### src/design/tlnf_pkg.sv
// ----------------------------------------------------------------------------
// tlnf_pkg
// Types and constants shared by the line number filter modules.
// ----------------------------------------------------------------------------
package tlnf_pkg;

	localparam int DigitCap = 6;
	localparam int StepW    = 4;

	localparam logic [7:0] ByteNl     = 8'h0A;
	localparam logic [7:0] ByteTab    = 8'h09;
	localparam logic [7:0] ByteCaret  = 8'h5E;
	localparam logic [7:0] ByteDollar = 8'h24;
	localparam logic [7:0] ByteSpace  = 8'h20;
	localparam logic [7:0] ByteZero   = 8'h30;
	localparam logic [7:0] CtlOffset  = 8'h40;
	localparam logic [7:0] CtlMax     = 8'd31;

	localparam logic [2:0] RegNumberNonblank = 3'd0;
	localparam logic [2:0] RegNumberAll      = 3'd1;
	localparam logic [2:0] RegShowEnds      = 3'd2;
	localparam logic [2:0] RegSqueeze        = 3'd3;
	localparam logic [2:0] RegShowTabs       = 3'd4;
	localparam logic [2:0] RegShowCtl        = 3'd5;

	typedef struct packed {
		logic [7:0] text_byte;
		logic       first_of_file;
	} in_word_t;

	typedef struct packed {
		logic [7:0] out_byte;
		logic       last_of_run;
	} out_word_t;

	typedef struct packed {
		logic number_nonblank;
		logic number_all_lines;
		logic show_line_ends;
		logic squeeze_blank_lines;
		logic show_tab_marks;
		logic show_control_bytes;
	} cfg_t;

	// One classified input byte, waiting to be expanded into output words.
	typedef struct packed {
		logic                         numbered;
		logic [DigitCap-1:0][3:0]     digits;
		logic                         mark_valid;
		logic                         mark_caret;
		logic [7:0]                   final_byte;
	} job_t;

endpackage

### src/design/tlnf_front.sv
// ----------------------------------------------------------------------------
// tlnf_front
// Accepts input bytes, tracks line state and the decimal line count, and
// classifies each byte into a job for the back end.
// ----------------------------------------------------------------------------
module tlnf_front import tlnf_pkg::*; #(
	parameter int NumW = 6
) (
	input  logic     clk,
	input  logic     arst_n,
	input  cfg_t     cfg,
	input  in_word_t item,
	input  logic     accept,
	output logic     wr_en,
	output job_t     job
);

	logic                 prev_nl_q;
	logic                 blank_q;
	logic [NumW-1:0][3:0] cnt_q;

	logic                 prev_nl;
	logic                 blank;
	logic [NumW-1:0][3:0] cnt;
	logic [NumW-1:0][3:0] cnt_next;
	logic                 is_nl;
	logic                 is_tab;
	logic                 is_ctl;
	logic                 squeezed;
	logic                 numbered;
	logic                 all_nine;
	logic                 carry;

	always_comb begin
		prev_nl = item.first_of_file ? 1'b1 : prev_nl_q;
		blank   = item.first_of_file ? 1'b0 : blank_q;
		cnt     = item.first_of_file ? '0 : cnt_q;

		is_nl  = (item.text_byte == ByteNl);
		is_tab = (item.text_byte == ByteTab);
		is_ctl = (item.text_byte <= CtlMax) && !is_nl && !is_tab;

		squeezed = cfg.squeeze_blank_lines && prev_nl && is_nl && blank;
		numbered = prev_nl && ((cfg.number_nonblank && !is_nl) ||
			(!cfg.number_nonblank && cfg.number_all_lines));

		// The count is kept in decimal digits and sticks at all nines.
		all_nine = 1'b1;
		for (int i = 0; i < NumW; i++) begin
			all_nine = all_nine && (cnt[i] == 4'd9);
		end
		carry    = numbered && !all_nine;
		cnt_next = cnt;
		for (int i = 0; i < NumW; i++) begin
			if (carry) begin
				if (cnt[i] == 4'd9) begin
					cnt_next[i] = 4'd0;
				end else begin
					cnt_next[i] = cnt[i] + 4'd1;
					carry       = 1'b0;
				end
			end
		end

		job            = '0;
		job.numbered   = numbered;
		job.digits[NumW-1:0] = cnt_next;
		job.mark_valid = (cfg.show_line_ends && is_nl) ||
			(cfg.show_tab_marks && is_tab) || (cfg.show_control_bytes && is_ctl);
		job.mark_caret = !is_nl;
		if (cfg.show_tab_marks && is_tab) begin
			job.final_byte = ByteTab | CtlOffset;
		end else if (cfg.show_control_bytes && is_ctl) begin
			job.final_byte = item.text_byte | CtlOffset;
		end else begin
			job.final_byte = item.text_byte;
		end

		wr_en = accept && !squeezed;
	end

	always_ff @(posedge clk or negedge arst_n) begin
		if (!arst_n) begin
			prev_nl_q <= 1'b1;
			blank_q   <= 1'b0;
			cnt_q     <= '0;
		end else if (accept && !squeezed) begin
			prev_nl_q <= is_nl;
			blank_q   <= prev_nl && is_nl;
			cnt_q     <= cnt_next;
		end
	end

endmodule

### src/design/tlnf_queue.sv
// ----------------------------------------------------------------------------
// tlnf_queue
// Short queue of classified jobs between the front and the back end.
// ----------------------------------------------------------------------------
module tlnf_queue import tlnf_pkg::*; #(
	parameter int Depth = 2
) (
	input  logic clk,
	input  logic arst_n,
	input  logic wr_en,
	input  job_t wr_data,
	input  logic rd_en,
	output job_t rd_data,
	output logic rd_valid,
	output logic full
);

	localparam int PtrW = (Depth > 1) ? $clog2(Depth) : 1;
	localparam int CntW = $clog2(Depth + 1);

	job_t            mem_q [Depth];
	logic [PtrW-1:0] wr_ptr_q;
	logic [PtrW-1:0] rd_ptr_q;
	logic [CntW-1:0] count_q;

	assign rd_valid = (count_q != '0);
	assign full     = (count_q == CntW'(Depth));
	assign rd_data  = mem_q[rd_ptr_q];

	always_ff @(posedge clk) begin
		if (wr_en) begin
			mem_q[wr_ptr_q] <= wr_data;
		end
	end

	always_ff @(posedge clk or negedge arst_n) begin
		if (!arst_n) begin
			wr_ptr_q <= '0;
			rd_ptr_q <= '0;
			count_q  <= '0;
		end else begin
			if (wr_en) begin
				wr_ptr_q <= (wr_ptr_q == PtrW'(Depth - 1)) ? '0 : wr_ptr_q + 1'b1;
			end
			if (rd_en) begin
				rd_ptr_q <= (rd_ptr_q == PtrW'(Depth - 1)) ? '0 : rd_ptr_q + 1'b1;
			end
			if (wr_en && !rd_en) begin
				count_q <= count_q + 1'b1;
			end else if (rd_en && !wr_en) begin
				count_q <= count_q - 1'b1;
			end
		end
	end

endmodule

### src/design/tlnf_back.sv
// ----------------------------------------------------------------------------
// tlnf_back
// Expands the job at the head of the queue into output words through a
// registered output stage, one per cycle while the receiver does not stall it.
// ----------------------------------------------------------------------------
module tlnf_back import tlnf_pkg::*; #(
	parameter int NumW = 6
) (
	input  logic      clk,
	input  logic      arst_n,
	input  job_t      job,
	input  logic      job_valid,
	output logic      job_done,
	input  logic      pop,
	output logic      empty,
	output out_word_t result
);

	logic [StepW-1:0] step_q;
	logic             out_valid_q;
	out_word_t        out_q;

	logic [NumW-1:0]  lead_zero;
	logic [7:0]       digit_char;
	logic [7:0]       cur_byte;
	logic [StepW-1:0] mark_step;
	logic [StepW-1:0] n_bytes;
	logic             is_last;
	logic             advance;

	always_comb begin
		// A digit shows as a space while it and every higher digit are zero,
		// except the lowest one.
		lead_zero[NumW-1] = (job.digits[NumW-1] == 4'd0);
		for (int j = NumW - 2; j >= 0; j--) begin
			lead_zero[j] = lead_zero[j+1] && (job.digits[j] == 4'd0);
		end
		digit_char = ByteSpace;
		for (int i = 0; i < NumW; i++) begin
			if (step_q == StepW'(i)) begin
				if (i < NumW - 1 && lead_zero[NumW-1-i]) begin
					digit_char = ByteSpace;
				end else begin
					digit_char = ByteZero | {4'd0, job.digits[NumW-1-i]};
				end
			end
		end

		mark_step = job.numbered ? StepW'(NumW + 1) : '0;
		n_bytes   = mark_step + StepW'(job.mark_valid) + StepW'(1);
		is_last   = (step_q == n_bytes - StepW'(1));

		if (job.numbered && step_q < StepW'(NumW)) begin
			cur_byte = digit_char;
		end else if (job.numbered && step_q == StepW'(NumW)) begin
			cur_byte = ByteTab;
		end else if (job.mark_valid && step_q == mark_step) begin
			cur_byte = job.mark_caret ? ByteCaret : ByteDollar;
		end else begin
			cur_byte = job.final_byte;
		end

		advance  = job_valid && (!out_valid_q || pop);
		job_done = advance && is_last;
	end

	always_ff @(posedge clk) begin
		if (advance) begin
			out_q.out_byte    <= cur_byte;
			out_q.last_of_run <= is_last;
		end
	end

	always_ff @(posedge clk or negedge arst_n) begin
		if (!arst_n) begin
			step_q      <= '0;
			out_valid_q <= 1'b0;
		end else begin
			if (advance) begin
				out_valid_q <= 1'b1;
				step_q      <= is_last ? '0 : step_q + StepW'(1);
			end else if (pop) begin
				out_valid_q <= 1'b0;
			end
		end
	end

	assign empty  = !out_valid_q;
	assign result = out_q;

endmodule

### src/design/text_line_number_filter.sv
// ----------------------------------------------------------------------------
// text_line_number_filter
// Line numbering text filter: one text byte in, zero to nine bytes out.
// ----------------------------------------------------------------------------
// Usage:
// The input side is a queue write port: a word (text byte plus first of file
// mark) is taken at a clock edge with push high and full low. The output side
// is a queue read port: while empty is low the oldest output word is on
// result, and pop high at a clock edge takes it. last_of_run marks the last
// word produced by one input byte. A squeezed blank line produces no word.
// Mode bits are written through cfg_en, cfg_index and cfg_data; the user must
// write them only while idle, which the block does not enforce. An accepted
// word passes the job queue, then the output register. While the receiver pops
// every cycle the back end sends one output word per cycle, and a byte of n
// words (1 to 9) holds it until its last word is sent; the front takes one
// byte per cycle while the two-entry job queue has room, so single-word bytes
// stream at one per cycle. Reset clears the mode bits, line state, job queue
// and output register. When the receiver stops popping, the output register
// holds its word, the job queue fills, and full rises to stall the sender.
// ----------------------------------------------------------------------------
module text_line_number_filter import tlnf_pkg::*; #(
	parameter int NUMBER_DIGITS = 6
) (
	input  logic      clk,
	input  logic      arst_n,
	input  logic      push,
	output logic      full,
	input  in_word_t  item,
	output logic      empty,
	input  logic      pop,
	output out_word_t result,
	input  logic      cfg_en,
	input  logic [2:0] cfg_index,
	input  logic      cfg_data
);

	localparam int NumW = (NUMBER_DIGITS < 1) ? 1 :
		((NUMBER_DIGITS > DigitCap) ? DigitCap : NUMBER_DIGITS);

	cfg_t cfg_q;
	logic wr_en;
	job_t wr_job;
	job_t rd_job;
	logic rd_valid;
	logic job_done;

	always_ff @(posedge clk or negedge arst_n) begin
		if (!arst_n) begin
			cfg_q <= '0;
		end else if (cfg_en) begin
			case (cfg_index)
				RegNumberNonblank: cfg_q.number_nonblank     <= cfg_data;
				RegNumberAll:      cfg_q.number_all_lines    <= cfg_data;
				RegShowEnds:       cfg_q.show_line_ends      <= cfg_data;
				RegSqueeze:        cfg_q.squeeze_blank_lines <= cfg_data;
				RegShowTabs:       cfg_q.show_tab_marks      <= cfg_data;
				RegShowCtl:        cfg_q.show_control_bytes  <= cfg_data;
				default: begin
				end
			endcase
		end
	end

	tlnf_front #(.NumW(NumW)) u_front (
		.clk    (clk),
		.arst_n (arst_n),
		.cfg    (cfg_q),
		.item   (item),
		.accept (push && !full),
		.wr_en  (wr_en),
		.job    (wr_job)
	);

	tlnf_queue #(.Depth(2)) u_queue (
		.clk      (clk),
		.arst_n   (arst_n),
		.wr_en    (wr_en),
		.wr_data  (wr_job),
		.rd_en    (job_done),
		.rd_data  (rd_job),
		.rd_valid (rd_valid),
		.full     (full)
	);

	tlnf_back #(.NumW(NumW)) u_back (
		.clk       (clk),
		.arst_n    (arst_n),
		.job       (rd_job),
		.job_valid (rd_valid),
		.job_done  (job_done),
		.pop       (pop),
		.empty     (empty),
		.result    (result)
	);

endmodule

### config.mk
export PLATFORM = sky130hd
export DESIGN_NAME = text_line_number_filter
export DESIGN_NICKNAME = d
export VERILOG_FILES = /design/src/design/tlnf_pkg.sv /design/src/design/tlnf_front.sv /design/src/design/tlnf_queue.sv /design/src/design/tlnf_back.sv /design/src/design/text_line_number_filter.sv
export SDC_FILE = /design/constraint.sdc
export NUM_CORES = 1
export LEC_CHECK = 0
export ABC_AREA = 1
export BUFFER_PORTS_ARGS = -buffer_cell sky130_fd_sc_hd__buf_4
export CAP_MARGIN = 20
export CELL_PAD_IN_SITES_DETAIL_PLACEMENT = 1
export CELL_PAD_IN_SITES_GLOBAL_PLACEMENT = 2
export CORE_ASPECT_RATIO = 0.7
export CORE_UTILIZATION = 30
export DETAILED_ROUTE_END_ITERATION = 12
export PLACE_DENSITY = 0.76
export SLEW_MARGIN = 40
export SYNTH_ARGS = -nofsm -noshare
export SYNTH_HDL_FRONTEND = slang
export SYNTH_SLANG_ARGS = --single-unit
### constraint.sdc
create_clock -name clk -period 6.1 [get_ports clk]
set_clock_uncertainty 0.1 [all_clocks]
set_input_delay 0 -clock clk [delete_from_list [all_inputs] [get_ports clk]]
set_output_delay 0 -clock clk [all_outputs]
set_load 0.02 [all_outputs]
# Yosys cells after proc, flatten, opt, wreduce, memory -nomap -nowiden
# Memory sizes are Yosys's and may differ from the RTL's.
# Cells that the tools add are included.
op_classes:
  n_reduce_logical: 60
  order_cmp: 2
  add_sub_neg: 14
  n_eq_ne: 22
  mux: 52
op_table:
  columns: ["op", "n"]
  rows:
  - ["2-to-1 mux 8 bit", 9]
  - ["2-to-1 mux 4 bit", 13]
  - ["adder 4 x 1 -> 4 bit (second input constant)", 8]
  - ["logical AND 1 bit", 31]
  - ["2-to-1 mux 5 bit", 6]
  - ["equality test 4 bit (second input constant)", 6]
  - ["logical NOT 4 bit", 6]
  - ["2-to-1 mux 24 bit", 1]
  - ["2-to-1 mux 1 bit", 18]
  - ["equality test 8 x 4 -> 1 bit (second input constant)", 2]
  - ["2-to-1 mux 7 bit", 2]
  - ["equality test 4 x 3 -> 1 bit (second input constant)", 3]
  - ["AND reduction 2 bit", 6]
  - ["logical NOT 1 bit", 9]
  - ["equality test 4 x 2 -> 1 bit (second input constant)", 2]
  - ["equality test 4 bit", 2]
  - ["<= comparator 8 x 5 -> 1 bit (second input constant)", 1]
  - ["equality test 3 x 2 -> 1 bit (second input constant)", 2]
  - ["equality test 3 bit (second input constant)", 2]
  - ["nonzero test 2 bit", 3]
  - ["adder 4 x 1 -> 4 bit", 1]
  - ["equality test 4 x 1 -> 1 bit (second input constant)", 1]
  - ["logical OR 1 bit", 4]
  - ["< comparator 4 x 3 -> 1 bit (second input constant)", 1]
  - ["other kinds (9)", 11]
word_totals:
  register_bits: 50
  out_inout_bits: 11
  input_bits: 18
  memories: 1
  ramBits: 70
mem_list:
  columns: ["memory", "depth", "width", "read_ports", "rd_clocked_by_memory_dff", "write_ports", "line", "source"]
  rows:
  - ["u_queue.mem_q", 2, 35, 1, 0, 1, "tlnf_queue.sv:21", "job_t mem_q [Depth];"]

# Logic depth before layout (Yosys ltp)
# Gate-level depths: netlist of run 1.
logic_depth:
  depth_word: 15
  mapped_depth: 14

# Hierarchy
# Synthesis of run 1 repeated with hierarchy kept, for this count alone.
unflattened:
  hier_cells: 703
  hier_area_um2: 6693.9
modules_own_cells:
  columns: ["mod", "area_per_inst_um2", "n_inst", "cells_per_inst"]
  rows:
  - ["tlnf_queue", 2882.8, 1, 134]
  - ["tlnf_front", 2183.3, 1, 344]
  - ["tlnf_back", 1313.8, 1, 182]
  - ["text_line_number_filter", 314.1, 1, 43]

# Worst setup path before layout of run 1
# OpenSTA, ideal clock, no wires.
synth_path:
  path_kind: "register to register"
  start: "reg u_queue.count_q[1]"
  end: "mem u_queue.mem_q[0][0] (netlist name) (enable)"
  arrival_time_ns: 2.458
  setup_time_ns: 0.427
  setup_slack_ns: 3.115
  path_stages_with_launch: 7
  path_buffers: 1
  synth_period_minus_slack_ns: 2.985
  path_cell_list: "dfrtp_1 > inv_1 > nor2_1 > nor2_1 > nand2_1 > clkbuf_1 > nor2_1"
synth_via:
  elab_chain_len: 6
synth_lines:
  columns: ["item", "line", "source"]
  rows:
  - ["from (decl)", "tlnf_queue.sv:24", "logic [CntW-1:0] count_q;"]
  - ["from (signal assigned)", "tlnf_queue.sv:49", "count_q <= count_q + 1'b1;"]
  - ["from (signal assigned)", "tlnf_queue.sv:51", "count_q <= count_q - 1'b1;"]
  - ["equality test 2 bit", "tlnf_queue.sv:27", "assign full = (count_q == CntW'(Depth));"]
  - ["via full", "text_line_number_filter.sv:27", "output logic full,"]
  - ["logical NOT 1 bit", "text_line_number_filter.sv:69", ".accept (push && !full),"]
  - ["logical AND 1 bit", "text_line_number_filter.sv:69", null]
  - ["logical AND 1 bit", "tlnf_front.sv:79", "wr_en = accept && !squeezed;"]
  - ["2-to-1 mux 1 bit", "tlnf_queue.sv:31", "if (wr_en) begin"]
  - ["2-to-1 mux 1 bit (implied by the code)", "tlnf_queue.sv:32", "mem_q[wr_ptr_q] <= wr_data;"]
  - ["to (decl)", "tlnf_queue.sv:21", null]
# The timed path passes the listed nets, and every way through them passes these cells.

# Final worst setup path of run 1
layout_path:
  start: "reg u_queue.rd_ptr_q"
  end: "reg u_queue.count_q[1]"
layout_via:
  elab_chain_len: 10
  word_cells_on_any_way: 12
  classes_between: "add/sub (3); eq/ne (1); mux (2); reduce/logical (5); memory (1)"
layout_lines:
  columns: ["item", "line", "source"]
  rows:
  - ["from (decl)", "tlnf_queue.sv:23", "logic [PtrW-1:0] rd_ptr_q;"]
  - ["from (signal assigned)", "tlnf_queue.sv:46", "rd_ptr_q <= (rd_ptr_q == PtrW'(Depth - 1)) ? '0 : rd_ptr_q + 1'b1;"]
  - ["memory (2 x 35 bit) (*)", null, null]
  - ["2-to-1 mux 3 bit", "tlnf_back.sv:49", "mark_step = job.numbered ? StepW'(NumW + 1) : '0;"]
  - ["adder 4 x 1 -> 4 bit (*) (2 in a row)", "tlnf_back.sv:50", "n_bytes = mark_step + StepW'(job.mark_valid) + StepW'(1);"]
  - ["subtractor 4 x 1 -> 4 bit (*)", "tlnf_back.sv:51", "is_last = (step_q == n_bytes - StepW'(1));"]
  - ["equality test 4 bit (*)", "tlnf_back.sv:51", null]
  - ["via u_back.is_last", "tlnf_back.sv:28", "logic is_last;"]
  - ["logical AND 1 bit (*)", "tlnf_back.sv:64", "job_done = advance && is_last;"]
  - ["logical NOT 1 bit", "tlnf_queue.sv:48", "if (wr_en && !rd_en) begin"]
  - ["logical AND 1 bit", "tlnf_queue.sv:48", null]
  - ["2-to-1 mux 2 bit / nonzero test 2 bit (equally long branches)", null, null]
# Mark *: on every way through the listed nets, which the timed path passes. The rest lies on a longest branch.
# A chain may end at the register's enable or synchronous reset.

==> key figures, run 1 <==
Synth
  – Syn nets: about 720
  – Async SR Flop Fraction: 34.2%
  – Register area share after synthesis: between 50 and 60%
  – Mapped Cells: between 600 and 700
  – Post-synth top flop: edfxtp_1
  – Number of synthesized flops with an enable pin: 79
  – Mean post-synth cell area: a little under 9 sq um
  – FF+latch count, synth: between 100 and 150
  – Post-synthesis cell type count: 43
  – Mapped Area: 6130 sq um
  – Synth warnings: 0

Placement
  – Port bufs: 28
  – Routability cong.: slightly below 0.8
  – Placed cell areas: ~6600 sq um
  – HPWL after DPL: about 11 mm
  – Dpl ws: between 3000 and 4000 ps

Clock network
  – Sink Count: 120
  – Root Buffer: clkbuf_16
  – TritonCTS clock tree: yes
  – Worst-Skew Late Latency: about 420 ps
  – Clock H-tree levels: 4
  – TritonCTS Buffers: 17
  – Bufs on Longest Clock Path: 2
  – Clk slew on worst S/H paths: around 60 ps
  – CTS resizes: 0

Cells and area
  – Commonest non-fill, non-tap cell in the layout: nand2_1
  – Finished Core Util: a little under two fifths
  – Nets: roughly 780
  – Most frequent cells in the layout: 200 x nand2_1, 88 x inv_1, 79 x edfxtp_1
  – Fill count: ~2400
  – Layout cells sized above 1: approximately an eighth
  – Fin area: 7480 sq um
  – Layout area overhead: 21.9%
  – Ant diodes: 0

Route
  – Iteration-0 DRC Markers: 330
  – Top Layer Used: met4
  – Total number of vias: between 4000 and 5000
  – WL met1: between 8 and 9 mm
  – DRC Markers: 0
  – Post-route ant nets: 0
  – Overall routed net length: 16.5 mm
  – WL/cell: 15.9 um
  – 1st-pass router iterations: 4
  – Number of vias per cell: 4.63
  – WL met3: between 700 and 800 um
  – DR WL met2: just over 7 mm

Global routing
  – Global-route wire length before repair: 26.8 mm
  – Grt total ovfl: 0
  – Vias in the first global route: about 5000
  – GRT Overall Usage: 16.7%
  – Largest net degree at the start of global routing: between 40 and 50
  – Initial antenna violation count: 0

STA
  – Final setup viols: 0
  – F_max: about 320 MHz
  – Max-slew violations: 0
  – Tmin final: slightly above 3000 ps
  – RSZ-0062 raised after global routing: no
  – Total negative slack: 0 ps
  – Worst slew margin: around 57%
  – PnR worst setup slack: roughly 3000 ps
  – Slew @ Worst Pin: 646 ps
  – Endpoints failing hold: 0
  – Final period util: 50.9%

Power
  – Total power: about 3.3 mW
  – Power per cell area: ~440 nW/um^2
  – Static leakage: ~3.3 nW
  – IR drop worst, VDD: between 0.2 and 0.25 mV

Outcome
  – Outcome: finished, final reports clean

Floorplan
  – Starting Density: approximately 31%
  – # rows: 43
  – I/O Pins: 29
  – Die Y: roughly 120 um
  – Core Region: about 20000 sq um
  – Die Area: 21000 sq um
  – Die width: between 150 and 200 um

Setup path
  – Critical path arrival: ~3300 ps
  – Crit path required time: approximately 6300 ps
  – CP startpoint kind: flip-flop
  – CP Capture Type: flip-flop
  – Kind of critical path: reg2reg
  – Critical Path Fanout Max: 39

Job
  – Max-Cap Viols: 0

Worst hold path
  – Worst Hold Class: in2async
-- state kept, by name, indices dropped and copies added (netlist names) --
register	count
u_queue.count_q	2
u_back.result	9
u_front.cnt_q	24
u_queue.mem_q	70
u_queue.wr_ptr_q	1
u_back.step_q	4
cfg_q	6
u_front.prev_nl_q	1
u_back.out_valid_q	1
u_front.blank_q	1
u_queue.rd_ptr_q	1
-- synthesized netlist by cell type (all sizes together) (2+ instances only) --
library cell	instances	share of area, %
a21oi	29	2.4
a31oi	3	0.31
buf	6	0.73
clkbuf	15	0.92
dfrtp	40	16
edfxtp	79	39
ha	8	1.6
inv	90	5.5
mux2i	8	1.3
nand2	207	13
nand3	36	3.4
nand4	7	0.71
nor2	75	5.4
nor3	3	0.24
o211ai	2	0.24
o21a	2	0.24
o21ai	55	4.6
o22ai	3	0.31
o31ai	2	0.24
or2	5	0.51
xnor2	4	0.57
xor2	9	1.3
-- cells by family after synthesis --
group,after synthesis,synth area share (%)
adder cells (fa/ha/maj),8,1.63
multiplexers,8,1.31
AO/OA/AOI/OAI,100,8.77
XOR/XNOR,13,1.86
flip-flops,120,55.4
buffers and inverters,111,7.20
AND/OR/NAND/NOR,337,23.8
-- repair_timing --
action                                 CTS  global route
buffers inserted                         0             0
hold buffers                            22             0
setup endpoints to repair                0             0
endpoints found under the hold margin   67             0
-- worst paths after layout --
check	from	to	slack [ps]	cells past startpoint
setup / recovery	u_queue.rd_ptr_q	u_queue.count_q[1]	2990	15
hold / removal	arst_n	u_queue.count_q[1]	40	2
setup reg to reg	u_queue.rd_ptr_q	u_queue.count_q[1]	2990	15
hold reg to reg	u_front.cnt_q[11]	u_front.cnt_q[11]	380	2
max in group asynchronous	arst_n	u_front.cnt_q[13]	5450	2
min in group clk	item[0]	u_front.cnt_q[21]	100	6
-- layout make-up --
class / count / area [sq um] / share of cell area (%)
sequential: 120 / 3400 / 45.5
multi-input combinational: 466 / 2300 / 30.7
timing repair buffer: 56 / 475 / 6.36
clock buffer: 17 / 425 / 5.69
inverter: 90 / 340 / 4.55
tap: 270 / 338 / 4.52
clock inverter: 15 / 201 / 2.69
-- power by group --
part / internal [mW] / switching (mW)
clock: 0.685 / 0.385
sequential: 1.10 / 0.0887
combinational: 0.337 / 0.708
total: 2.12 / 1.18
-- routing by layer --
| layer | up-vias | global-route usage (%) |
|---|---|---|
| li1 | 2387 | - |
| met1 | 2322 | 24.3 |
| met2 | 67 | 25.3 |
| met3 | 8 | 3.65 |
| met4 | 0 | 3.93 |
| met5 | - | 0 |
-- metrics by stage --
step	std cells	hold WS, ps
finish	1034	39.5
global route	1034	101
CTS	1034	65.2
detailed placement	980	-40.4
global placement	980	-42.5
floorplan	697	-396
-- critical path, cell delays in order (launching register included) --
cell and delay (ps):
dfrtp_1 320, buf_4 380, inv_1 100, or2_2 280
o21a_1 140, inv_1 110, ha_1 260, xnor2_1 130
a21oi_1 120, nand2_1 100, inv_1 80, nand2_1 120
ha_1 350, a21oi_1 120, o21ai_0 110, xor2_1 150
(Power assumes the default switching activity.)
==> run 2: changes to the inputs <==
ABC_AREA = 0   (was 1)
PLACE_DENSITY = 0.72   (was 0.76)
clock period = 2.87 ns   (was 6.1 ns; I/O delays follow)
==> run 2 against run 1 <==
  * The run now ends with DRC left
  * Synthesized cell count shrank 12%
  * Sequential power grew 130%
  * Critical path depth shrank 8
  * Critical path type is now in2reg
  * Highest routed layer unchanged
==> key figures, run 2 <==
Outcome
  – Outcome: complete, but fails checks
  – Failing checks: DRC

Synth
  – Synth Area in Simple Gates: 20.2% (-3.6 points)
  – Register area share after synthesis: 51.1% (-4.3 points)
  – Mapped Area: 6650 sq um (+8.5%)
  – Synth Area in XOR/XNOR: 2.11% (+0.25 points)
  – Post-synth top cells: 79 x edfxtp_1, 49 x nand2_1, 40 x dfrtp_1, 32 x o21ai_0
  – Synth warnings: 0 (unchanged)
  – Async SR Flop Fraction: 34.2% (unchanged)
  – Number of synthesized flops with an enable pin: 79 (unchanged)
  – Compound-cell area share of the yosys netlist: 13.3% (+4.5 points)
  – Top-area cell type share of the netlist area: 35.7% (-3.0 points)
  – Top-count cell post-synth: edfxtp_1
  – Mean post-synth cell area: 10.8 sq um (+23%)
  – Area leader, netlist: edfxtp_1
  – Post-synthesis mux area share: 7.37% (+6.1 points)
  – Post-synthesis cell type count: 79 (+84%)
  – Largest family of logic cells by synthesized area: simple AND/OR/NAND/NOR gates
  – Post-synth top flop: edfxtp_1
  – Syn nets: 641 (-11%)
  – Mapped Cells: 615 (-12%)
  – Synth area leaders: edfxtp_1 36%, dfrtp_1 15%, mux2i_1 4.7%, nand2_1 2.8%, o21ai_0 2.4%
  – Post-synthesis adder-cell area fraction: 1.50% (-0.13 points)
  – FF+latch count, synth: 120 (unchanged)

Floorplan
  – Die Y: 127 um (+4.1%)
  – Starting Density: 30.6% (-0.20 points)
  – # rows: 45 (+4.7%)
  – Core Region: 21700 sq um (+9.2%)
  – Die width: 180 um (+4.1%)
  – I/O Pins: 29 (unchanged)
  – Die Area: 22800 sq um (+8.4%)

STA
  – Endpoints failing hold: 0 (unchanged)
  – Tmin final: between 2000 and 3000 ps
  – F_max: 370 MHz
  – Slew @ Worst Pin: 759 ps (+113 ps)
  – RSZ-0062 raised after global routing: no
  – Final period util: ~94%
  – Final setup viols: 0 (unchanged)
  – Worst slew margin: 49.3% (-7.3 points)
  – PnR worst setup slack: 170 ps (-2820 ps)
  – Max-slew violations: 0 (unchanged)
  – Total negative slack: 0 ps (unchanged)

Power
  – Power per cell area: 882 nW/um^2 (+99%)
  – IR drop worst, VDD: 0.538 mV (+130%)
  – Static leakage: 2.97 nW (-10%)
  – Total power: 7.12 mW (+120%)

Placement
  – Routability cong.: 0.838 (+7.1%)
  – HPWL after DPL: 13.6 mm (+19%)
  – Dpl ws: 117 ps (-2880 ps)
  – Port bufs: 28 (unchanged)
  – Placed cell areas: 7260 sq um (+9.6%)

Cells and area
  – Layout area overhead: 21.4%
  – Layout cells sized above 1: 20.1% (+7.6 points)
  – Commonest non-fill, non-tap cell in the layout: edfxtp_1
  – Largest register FFs: 70 (unchanged)
  – Nets: 699 (-10%)
  – Fin area: 8070 sq um (+8.0%)
  – Finished Core Util: 37.2% (-0.40 points)
  – Most flops, register: u_queue.mem_q
  – Most frequent cells in the layout: 79 x edfxtp_1, 61 x buf_4, 49 x nand2_1
  – Fill count: 2413 (+2.4%)
  – Ant diodes: 0 (unchanged)

Setup path
  – Crit path required time: 2950 ps (-3340 ps)
  – Critical Path Fanout Max: 11 (-72%)
  – Crit path largest cell delay: 640 ps (+260 ps)
  – Critical path arrival: 2780 ps (-520 ps)
  – CP Capture Type: flip-flop
  – Bufs and invs on worst path: 2 (-2)
  – CP startpoint kind: primary input
  – Reg-to-Reg End: u_back.result[4]
  – R2r setup slk: 220 ps (-2770 ps)
  – Crit path cell chain: dlygate4sd3_1, buf_4, or3b_1, o41a_1, nand3_1, mux2_2, a31oi_1
  – Slowest cell on crit path: o41a_1
  – Reg2reg start: u_back.step_q[1]
  – CP top delay family: compound AO/OA/AOI/OAI gates
  – FF-to-FF path depth: 7 (-8)
  – Kind of critical path: in2reg

Clock network
  – TritonCTS Buffers: 17 (unchanged)
  – Clk slew on worst S/H paths: 60 ps (about the same)
  – Clock H-tree levels: 4 (unchanged)
  – Bufs on Longest Clock Path: 2 (unchanged)
  – Sink Count: 120 (unchanged)
  – Post-CTS setup buffer count: 0 (unchanged)
  – TritonCTS clock tree: yes
  – Worst-Skew Late Latency: 420 ps (about the same)
  – Root Buffer: clkbuf_16

Route
  – Overall routed net length: 19.4 mm (+18%)
  – Total number of vias: 5247 (+9.7%)
  – WL/cell: 20.1 um (+26%)
  – Post-route ant nets: 0 (unchanged)
  – Iteration-0 DRC Markers: 450 (+36%)
  – DRC Markers: 3 (+3)
  – 1st-pass router iterations: 8 (+4)
  – Number of vias per cell: 5.42 (+17%)

Global routing
  – Largest net degree at the start of global routing: 42 (unchanged)
  – Vias in the first global route: 5323 (+7.4%)
  – Initial antenna violation count: 0 (unchanged)
  – Global-route wire length before repair: 30.9 mm (+15%)
  – Grt total ovfl: 0 (unchanged)
  – GRT Overall Usage: 17.6% (+0.86 points)

Worst hold path
  – Worst Hold Class: in2async

Job
  – Max-Cap Viols: 0 (unchanged)
-- run 2: cell count changes after synthesis, sizes merged, moves of 9 or more --
cell	before	now
buf	6	21
inv	90	23
mux2	0	14
mux2i	8	31
nand2	207	49
nand2b	0	9
nand3	36	16
nor2	75	31
nor2b	0	9
nor3	3	13
nor4	0	17
o21ai	55	33
or3	0	15
-- run 2: kinds of logic after synthesis --
family / Yosys count
fa+ha+maj: 8
mux: 46
flops: 120
buf+inv: 67
xor+xnor: 16
compound gates: 129
simple gates: 229
-- run 2: routing by layer --
layer  GRT usage [%]  share of wire (%)  up-vias
met4            4.01               0.84        0
met2            25.3                 42      105
met1            27.0                 54     2662
met3            3.16                3.3       18
met5               0                  0        -
li1                -                  -     2462
-- run 2: power by group --
part	leakage, nW	switching, mW	internal, mW	total, mW
clock	0.280	0.933	1.16	2.09
combinational	1.44	1.37	0.899	2.26
sequential	1.25	0.328	2.43	2.76
total	2.97	2.63	4.49	7.12
-- run 2: layout make-up --
cell class	instances	area, sq um	share of cell area, %
clock inverter	15	151	1.88
timing repair buffer	83	678	8.40
clock buffer	17	425	5.27
sequential	120	3400	42.1
tap	282	353	4.37
multi-input combinational	428	2980	36.9
inverter	23	86.3	1.07
-- run 2: worst max path at each step --
stage          slack, ps                   end          startpoint  cells past startpoint
6_report             170  u_queue.mem_q[1][13]             item[3]                      7
5_1_grt               60    u_queue.count_q[1]    u_queue.rd_ptr_q                     10
3_3_place_gp         290      u_back.result[4]    u_back.step_q[1]                      7
4_1_cts              110    u_queue.count_q[1]    u_queue.rd_ptr_q                      9
2_1_floorplan          1   u_queue.mem_q[0][0]  u_queue.count_q[0]                      7
3_5_place_dp         120    u_queue.count_q[1]    u_queue.rd_ptr_q                      9
-- run 2: worst reg2reg max path, stage by stage, from the launching register on --
cell and delay (ps):
dfrtp_1 490, inv_1 130, ha_1 250, or4b_2 690, o22ai_1 170, o21ai_0 100
a221oi_1 360, o32a_1 220
-- run 2: what timing repair did --
action | CTS | global route
hold endpoints to repair | 77 | 0
gates resized for setup | 0 | 1
hold buffers | 22 | 0
endpoints found under the setup margin | 0 | 1
-- run 2: through the flow --
step / instances / hold slack [ps]
after detailed placement: 914 / -16.9
final: 968 / 72.0
after global routing: 968 / 130
after global placement: 914 / -20.9
after floorplan: 615 / -396
after CTS: 968 / 98.1
